==> src/hw/rtl/aisp_pkg.sv <==
// Package for the AIVDM sentence field parser: result record, status and kind codes,
// prefix table, field limits and a saturating decimal accumulator step.
// No dependencies.
package aisp_pkg;

	// Field split limits
	localparam int unsigned MAX_FIELDS = 10;
	localparam int unsigned MIN_FIELDS = 7;
	localparam int unsigned PREFIX_LEN = 6;
	localparam int unsigned FIELD_W    = 4;   // holds a field index up to fifteen

	// Field numbers of interest
	localparam logic [FIELD_W-1:0] FLD_TOTAL   = 4'd1;
	localparam logic [FIELD_W-1:0] FLD_SEQ     = 4'd2;
	localparam logic [FIELD_W-1:0] FLD_MSG_ID  = 4'd3;
	localparam logic [FIELD_W-1:0] FLD_CHANNEL = 4'd4;
	localparam logic [FIELD_W-1:0] FLD_PAYLOAD = 4'd5;
	localparam logic [FIELD_W-1:0] FLD_FILL    = 4'd6;

	// Separator and digit characters
	localparam logic [7:0] CH_COMMA = 8'h2C;
	localparam logic [7:0] CH_STAR  = 8'h2A;
	localparam logic [7:0] CH_ZERO  = 8'h30;
	localparam logic [7:0] CH_NINE  = 8'h39;

	// Result kinds
	localparam logic KIND_PAYLOAD = 1'b0;
	localparam logic KIND_SUMMARY = 1'b1;

	// Summary status
	typedef enum logic [1:0] {
		STATUS_OK         = 2'd0,
		STATUS_BAD_PREFIX = 2'd1,
		STATUS_FEW_FIELDS = 2'd2
	} status_t;

	// One result beat
	typedef struct packed {
		logic        kind;
		logic [7:0]  payload_char;
		logic [7:0]  total_parts;
		logic [7:0]  sequence_number;
		logic [63:0] message_id_chars;
		logic [3:0]  message_id_length;
		logic [7:0]  radio_channel;
		logic [7:0]  fill_bit_count;
		status_t     status;
		logic        last_of_run;
	} result_t;

	// Expected sentence prefix "!AIVDM"
	function automatic logic [7:0] prefix_char(input logic [2:0] idx);
		logic [7:0] ch;
		case (idx)
			3'd0:    ch = 8'h21; // '!'
			3'd1:    ch = 8'h41; // 'A'
			3'd2:    ch = 8'h49; // 'I'
			3'd3:    ch = 8'h56; // 'V'
			3'd4:    ch = 8'h44; // 'D'
			3'd5:    ch = 8'h4D; // 'M'
			default: ch = 8'h00;
		endcase
		return ch;
	endfunction

	// One step of a saturating decimal accumulator
	function automatic logic [7:0] dec_step(input logic [7:0] acc, input logic [7:0] ch);
		logic [11:0] sum;
		sum = {1'b0, acc, 3'b000} + {3'b000, acc, 1'b0} + {8'd0, ch[3:0]};
		return (sum > 12'd255) ? 8'hFF : sum[7:0];
	endfunction

endpackage

==> src/hw/rtl/aisp_result_fifo.sv <==
// Four-entry result queue for the AIVDM parser: takes up to two result beats a cycle,
// hands out one beat a cycle on the master side while out_ready is high. Depends on aisp_pkg.
module aisp_result_fifo
	import aisp_pkg::*;
(
	input  logic       clk,
	input  logic       arst_n,
	input  logic [1:0] push_cnt,
	input  result_t    push0,
	input  result_t    push1,
	output logic       room2,
	output logic       out_valid,
	input  logic       out_ready,
	output result_t    out_data
);

	localparam int unsigned DEPTH = 4;

	result_t    mem [DEPTH];
	logic [1:0] wr_ptr_q;
	logic [1:0] rd_ptr_q;
	logic [2:0] count_q;
	logic       pop;
	logic [1:0] wr_ptr_nx;

	assign pop       = out_valid & out_ready;
	assign out_valid = (count_q != 3'd0);
	assign out_data  = mem[rd_ptr_q];
	assign room2     = (count_q <= 3'd2);
	assign wr_ptr_nx = wr_ptr_q + 2'd1;

	// Storage
	always_ff @(posedge clk) begin
		if (push_cnt != 2'd0) begin
			mem[wr_ptr_q] <= push0;
		end
		if (push_cnt == 2'd2) begin
			mem[wr_ptr_nx] <= push1;
		end
	end

	// Pointers and fill level
	always_ff @(posedge clk or negedge arst_n) begin
		if (!arst_n) begin
			wr_ptr_q <= '0;
			rd_ptr_q <= '0;
			count_q  <= '0;
		end else begin
			wr_ptr_q <= wr_ptr_q + push_cnt;
			if (pop) begin
				rd_ptr_q <= rd_ptr_q + 2'd1;
			end
			count_q <= count_q + {1'b0, push_cnt} - {2'b00, pop};
		end
	end

endmodule

==> src/hw/rtl/aivdm_sentence_field_parser_core.sv <==
// AIVDM sentence field parser, top level: byte-wise field split and result assembly.
// Depends on aisp_pkg and aisp_result_fifo.
//
// Takes one sentence byte per cycle on the slave stream (tlast on the final byte) and
// returns results on the master stream: tuser 0 is a payload character of field 5,
// tuser 1 is the sentence summary, which also carries tlast. Each byte updates the
// parse registers in the cycle it is taken; its results enter a four-entry queue, so
// the slave side keeps one byte per cycle while the master side takes one beat per
// cycle. Only a last byte that falls in the payload field gives two beats. With the
// master side always ready the queue never holds more than two beats; tready falls
// only while master back-pressure leaves three or more beats waiting, and rises again
// once they drain. There is no start-up sweep: the block is ready straight out of reset.
module aivdm_sentence_field_parser_core
	import aisp_pkg::*;
#(
	parameter int unsigned MAX_SENTENCE_BYTES = 512
) (
	input  logic         clk,
	input  logic         arst_n,
	// slave stream
	input  logic         s_tvalid,
	output logic         s_tready,
	input  logic [7:0]   s_tdata,  // [7:0] byte_in
	input  logic         s_tlast,  // end_of_sentence
	// master stream
	output logic         m_tvalid,
	input  logic         m_tready,
	output logic [111:0] m_tdata,  // payload_char, total_parts, sequence_number,
	                               // message_id_chars, message_id_length,
	                               // radio_channel, fill_bit_count, status, 2'b0
	output logic         m_tuser,  // kind
	output logic         m_tlast   // last_of_run
);

	localparam int unsigned POS_W = $clog2(MAX_SENTENCE_BYTES);
	localparam logic [POS_W-1:0] POS_LIMIT = POS_W'(MAX_SENTENCE_BYTES - 1);

	// Parse state
	logic [POS_W-1:0]   pos_q;
	logic [FIELD_W-1:0] field_q;
	logic               prefix_good_q;
	logic               leading_q;
	logic [7:0]         total_q;
	logic [7:0]         seq_q;
	logic [63:0]        msg_id_q;
	logic [3:0]         msg_cnt_q;
	logic [7:0]         chan_q;
	logic               chan_taken_q;
	logic [7:0]         fill_q;

	logic [POS_W-1:0]   pos_d;
	logic [FIELD_W-1:0] field_d;
	logic               prefix_good_d;
	logic               leading_d;
	logic [7:0]         total_d;
	logic [7:0]         seq_d;
	logic [63:0]        msg_id_d;
	logic [3:0]         msg_cnt_d;
	logic [7:0]         chan_d;
	logic               chan_taken_d;
	logic [7:0]         fill_d;

	logic               accept;
	logic               pay_en;
	logic               is_digit;
	logic               room2;
	logic [1:0]         push_cnt;
	result_t            pay_res;
	result_t            sum_res;
	result_t            push0;
	result_t            out_res;
	status_t            st;

	assign accept   = s_tvalid & s_tready;
	assign s_tready = room2;
	assign is_digit = (s_tdata >= CH_ZERO) && (s_tdata <= CH_NINE);

	// Next parse state for the incoming byte
	always_comb begin
		pos_d         = pos_q;
		field_d       = field_q;
		prefix_good_d = prefix_good_q;
		leading_d     = leading_q;
		total_d       = total_q;
		seq_d         = seq_q;
		msg_id_d      = msg_id_q;
		msg_cnt_d     = msg_cnt_q;
		chan_d        = chan_q;
		chan_taken_d  = chan_taken_q;
		fill_d        = fill_q;
		pay_en        = 1'b0;
		if (pos_q < POS_LIMIT) begin
			if (pos_q < POS_W'(PREFIX_LEN) && s_tdata != prefix_char(pos_q[2:0])) begin
				prefix_good_d = 1'b0;
			end
			pos_d = pos_q + POS_W'(1);
			if (s_tdata == CH_COMMA || s_tdata == CH_STAR) begin
				if (field_q < FIELD_W'(MAX_FIELDS)) begin
					field_d = field_q + FIELD_W'(1);
				end
				leading_d = 1'b1;
			end else begin
				case (field_q)
					FLD_TOTAL, FLD_SEQ, FLD_FILL: begin
						if (leading_q) begin
							if (!is_digit) begin
								leading_d = 1'b0;
							end else if (field_q == FLD_TOTAL) begin
								total_d = dec_step(total_q, s_tdata);
							end else if (field_q == FLD_SEQ) begin
								seq_d = dec_step(seq_q, s_tdata);
							end else begin
								fill_d = dec_step(fill_q, s_tdata);
							end
						end
					end
					FLD_MSG_ID: begin
						if (msg_cnt_q < 4'd8) begin
							msg_id_d[msg_cnt_q[2:0]*8 +: 8] = s_tdata;
						end
						if (msg_cnt_q < 4'd9) begin
							msg_cnt_d = msg_cnt_q + 4'd1;
						end
					end
					FLD_CHANNEL: begin
						if (!chan_taken_q) begin
							chan_d       = s_tdata;
							chan_taken_d = 1'b1;
						end
					end
					FLD_PAYLOAD: begin
						pay_en = prefix_good_d;
					end
					default: begin
					end
				endcase
			end
		end
	end

	// Result beats for this byte
	always_comb begin
		if (!prefix_good_d || pos_d < POS_W'(PREFIX_LEN)) begin
			st = STATUS_BAD_PREFIX;
		end else if (field_d < FIELD_W'(MIN_FIELDS - 1)) begin
			st = STATUS_FEW_FIELDS;
		end else begin
			st = STATUS_OK;
		end

		pay_res              = '0;
		pay_res.kind         = KIND_PAYLOAD;
		pay_res.payload_char = s_tdata;
		pay_res.status       = STATUS_OK;

		sum_res             = '0;
		sum_res.kind        = KIND_SUMMARY;
		sum_res.status      = st;
		sum_res.last_of_run = 1'b1;
		if (st == STATUS_OK) begin
			sum_res.total_parts     = total_d;
			sum_res.sequence_number = seq_d;
			if (msg_cnt_d <= 4'd8) begin
				sum_res.message_id_chars  = msg_id_d;
				sum_res.message_id_length = msg_cnt_d;
			end
			sum_res.radio_channel  = chan_d;
			sum_res.fill_bit_count = fill_d;
		end

		push0    = pay_en ? pay_res : sum_res;
		push_cnt = accept ? ({1'b0, pay_en} + {1'b0, s_tlast}) : 2'd0;
	end

	// Parse registers; a last byte returns them to the start-of-sentence state
	always_ff @(posedge clk or negedge arst_n) begin
		if (!arst_n) begin
			pos_q         <= '0;
			field_q       <= '0;
			prefix_good_q <= 1'b1;
			leading_q     <= 1'b1;
			total_q       <= '0;
			seq_q         <= '0;
			msg_id_q      <= '0;
			msg_cnt_q     <= '0;
			chan_q        <= '0;
			chan_taken_q  <= 1'b0;
			fill_q        <= '0;
		end else if (accept) begin
			if (s_tlast) begin
				pos_q         <= '0;
				field_q       <= '0;
				prefix_good_q <= 1'b1;
				leading_q     <= 1'b1;
				total_q       <= '0;
				seq_q         <= '0;
				msg_id_q      <= '0;
				msg_cnt_q     <= '0;
				chan_q        <= '0;
				chan_taken_q  <= 1'b0;
				fill_q        <= '0;
			end else begin
				pos_q         <= pos_d;
				field_q       <= field_d;
				prefix_good_q <= prefix_good_d;
				leading_q     <= leading_d;
				total_q       <= total_d;
				seq_q         <= seq_d;
				msg_id_q      <= msg_id_d;
				msg_cnt_q     <= msg_cnt_d;
				chan_q        <= chan_d;
				chan_taken_q  <= chan_taken_d;
				fill_q        <= fill_d;
			end
		end
	end

	// Result queue
	aisp_result_fifo u_fifo (
		.clk       (clk),
		.arst_n    (arst_n),
		.push_cnt  (push_cnt),
		.push0     (push0),
		.push1     (sum_res),
		.room2     (room2),
		.out_valid (m_tvalid),
		.out_ready (m_tready),
		.out_data  (out_res)
	);

	// Master beat packing
	assign m_tuser = out_res.kind;
	assign m_tlast = out_res.last_of_run;
	assign m_tdata = {2'b00, out_res.status, out_res.fill_bit_count, out_res.radio_channel,
	                  out_res.message_id_length, out_res.message_id_chars,
	                  out_res.sequence_number, out_res.total_parts, out_res.payload_char};

endmodule
==> config.mk <==
export PLATFORM = sky130hd
export DESIGN_NAME = aivdm_sentence_field_parser_core
export DESIGN_NICKNAME = d
export VERILOG_FILES = /design/src/hw/rtl/aisp_pkg.sv /design/src/hw/rtl/aisp_result_fifo.sv /design/src/hw/rtl/aivdm_sentence_field_parser_core.sv
export SDC_FILE = /design/constraint.sdc
export NUM_CORES = 1
export LEC_CHECK = 0
export BUFFER_PORTS_ARGS = -buffer_cell sky130_fd_sc_hd__buf_2
export CORE_MARGIN = 2
export CORE_UTILIZATION = 40
export CTS_BUF_LIST = sky130_fd_sc_hd__clkbuf_16
export CTS_CLUSTER_DIAMETER = 150
export DETAILED_ROUTE_END_ITERATION = 10
export GPL_TIMING_DRIVEN = 0
export PLACE_DENSITY = 0.57
export SLEW_MARGIN = 40
export SYNTH_ARGS = -nofsm -noshare
export SYNTH_HDL_FRONTEND = slang
export SYNTH_SLANG_ARGS = --single-unit
==> constraint.sdc <==
create_clock -name clk -period 6.5 [get_ports clk]
set_input_delay 0.325 -clock clk [delete_from_list [all_inputs] [get_ports clk]]
set_output_delay 0.325 -clock clk [all_outputs]
set_load 0.01 [all_outputs]
==> out/metrics.cfg <==
[run_status]
status=complete, no violations

[timing]
slew_viol_final=0
fmax_mhz=163
worstMarginPinSlew_ns=0.894
finalCritPeriodShare_pct=94.2
rsz0062_at_grt=no
setup-violations-final=0
skew_ns=0.0296
hold_viol=0
relSlewSlack_pct=40.4
fin_crit_ns=6.13

[power]
peakVddDrop_uv=215
fin_total_pwr_uw=11300
p_comb_share_pct=31.9
p_int_uw=7490
pwr-share-clk_pct=29.6
cellPowerDensity_nw_per_um2=356
p_leak_uw=0.0113
p_switching_uw=3840
sequentialPowerShare_pct=38.5
sw_frac_of_total_pct=33.9

[grt]
track_usage_pct=24.2
grt_max_degree=70
grt_overflow=0
antenna_found_initial=0
grt_pass1_vias=20257
grt_pass1_wl_um=129000

[critical_path]
crit_path_start_kind=register
crit_arrival_ns=6.47
critPathMaxFanout=13
crit_buf_inv=8
critPathSlowestCell=clkinvlp_4
critical_path.max_stage_delay_ns=0.63
cp_cell_sequence=ha_1, ha_1, or3_1, nand2_1, nand4b_1, o41a_1, buf_2, or2_1, clkbuf_1, buf_2, inv_1, ha_1, o21ai_0, inv_1, o21ai_2, clkinvlp_4, o31ai_4, buf_4, buf_2, nor3_1
setup.worst_path.end_class=register
critPathRequiredTime_ns=6.84
critical_path_class=register to register
cpLargestDelayFamily=buffers and inverters

[floorplan]
start_util_pct=40.4
die_x_um=267
die-height_um=267
rows=96
core_area_um2=68500
dieArea_um2=71300
ios=129

[yosys]
ys_seq_elements=567
async_flop_share_pct=21.7
ys.flop_type=edfxtp_1
synth.distinct_cells=79
synth_area_per_cell_um2=12.9
yosys_warnings=0
seq_area_frac_synth_pct=58.1
syn_area_um2=27700
synth_cells=2139
synth_edf_count=408

[placement]
portBuffers=124
globalplace.congestion=0.912
dp_hpwl_um=59400

[clocking]
clkTransAtPathRegs_ns=0.06
cts_sinks=567
cts_buffer_depth=3
cts_made_buffers=61
clock_latency_ns=0.64
post_cts_resized=0
cts-htree-levels=2
cts_tree=built
cts_root_buf=clkbuf_16

[detailed_routing]
ant_nets=0
wl_per_cell_um=26.5
vias=20204
drc=0
drt_iter0_drc=2363
drtPass1Iterations=6
vias_per_cell=6.16
totalWireLength_um=86700

[final_layout]
drive_above_1_share_pct=21.3
antenna_cells=0
synthToLayoutAreaGrowth_pct=15.0
layout.nets=2431
utilization_pct=46.5

[job]
max_cap_viol_count=0

[min_path]
hold_class=input pin to register

-- repair_timing --
action	4_1_cts	5_1_grt
hold endpoints to repair	54	0
hold buffers	1	0
buffers inserted	1	0
endpoints found under the setup margin	5	0
-- path summary, 6_finish.rpt --
check | start | to | slack [ns] | cells after the start
min in group asynchronous | arst_n | total_q[6]$_DFFE_PN0P_ | 0.24 | 2
hold / removal | m_tready | u_fifo.rd_ptr_q[0]$_DFFE_PN0P_ | 0.16 | 3
max in group asynchronous | arst_n | msg_id_q[8]$_DFFE_PN0P_ | 5.50 | 3
setup / recovery | pos_q[1]$_DFFE_PN0P_ | u_fifo.mem[0][15]$_DFFE_PP_ | 0.37 | 20
setup reg to reg | pos_q[1]$_DFFE_PN0P_ | u_fifo.mem[0][15]$_DFFE_PP_ | 0.37 | 20
hold reg to reg | u_fifo.mem[2][110]$_SDFFE_PP0P_ | u_fifo.mem[2][110]$_SDFFE_PP0P_ | 0.46 | 2
-- layout by cell type (no fill, tap or decap), types with 15 or more instances in the layout --
cell and n:
a2111oi_0 20, a21oi_1 43, a22o_1 17, a22oi_1 25, and2_1 15, buf_2 223
clkbuf_1 86, clkbuf_16 63, dfrtp_1 121, dfxtp_1 36, edfxtp_1 408, ha_1 65
inv_1 47, mux2i_1 68, mux4_2 111, nand2_1 134, nand3_1 31, nor2_1 74
nor3_1 130, nor4_1 251, o21ai_0 123
-- cells by family after synthesis --
family | synth area share, %
AND/OR/NAND/NOR | 14.8
flip-flops | 58.1
AO/OA/AOI/OAI | 7.53
buffers and inverters | 3.92
multiplexers | 11.5
adder cells (fa/ha/maj) | 3.45
XOR/XNOR | 0.697
other | 0.0136
-- worst min-delay path: stages --
cell and delay, ns:
buf_2 0.07, and2_1 0.21, xor2_1 0.11
-- metal layers --
layer,wire length [µm],part of all wire (%),global-route usage [%]
met3,5550,6.4,4.08
met2,42600,49,40.0
met4,2870,3.3,8.70
met5,0,0,0
met1,35800,41,32.1
-- metrics by stage --
stage	cells	cell area (µm²)	worst slack (ns)	hold WS, ns	setup TNS (ns)
after floorplan	2140	27700	0.0710	0.0294	0
after global routing	3278	31800	0.0527	0.153	0
after detailed placement	3163	29900	0.0294	0.298	0
after global placement	3146	29400	-3.78	0.433	-1911.80
after CTS	3278	31800	0.00493	0.120	0
final	3278	31800	0.374	0.156	0
-- synth_stat cells, types with 14 or more instances --
library cell,instances,share of area (%)
buf_1,16,0.22
nor2_1,74,1.0
nor4_1,251,5.7
ha_1,65,2.9
mux2i_1,68,2.5
nand2_1,134,1.8
nand3_1,31,0.56
dfxtp_1,36,2.6
a22o_1,17,0.54
buf_2,93,1.7
and2_1,15,0.34
a22oi_1,25,0.68
o21ai_0,123,2.2
dfrtp_1,121,11
nor3_1,130,2.4
a31oi_1,14,0.32
a21oi_1,43,0.78
a2111oi_0,20,0.63
clkbuf_1,94,1.3
edfxtp_1,408,44
inv_1,31,0.42
mux4_2,111,9.0
-- sequential cells by signal, summed over array words and instances (netlist names) --
name,cells
leading_q,1
u_fifo.mem,444
prefix_good_q,1
msg_cnt_q,4
chan_taken_q,1
total_q,8
u_fifo.wr_ptr_q,2
field_q,4
u_fifo.rd_ptr_q,2
msg_id_q,64
pos_q,9
u_fifo.count_q,3
chan_q,8
seq_q,8
fill_q,8
-- power by group through the flow --
stage,combinational (µW),clock [µW],sequential (µW)
after floorplan,2250,0,4390
after global placement,3530,0,4450
after global routing,3870,3530,4400
final,3620,3350,4370
after detailed placement,3630,0,4440
after CTS,3640,3390,4360
-- final cells by class --
| cell class | count | area [µm²] |
|---|---|---|
| fillers | 6162 | 36700 |
| flip-flops and latches | 567 | 16100 |
| multi-input cells | 1328 | 10500 |
| clock buffers | 63 | 1580 |
| well taps | 882 | 1100 |
| repair buffers | 143 | 1090 |
| plain buffers | 214 | 988 |
| clock inverters | 50 | 329 |
| inverters | 31 | 139 |
No activity file was read; power rests on OpenSTA's default activity.
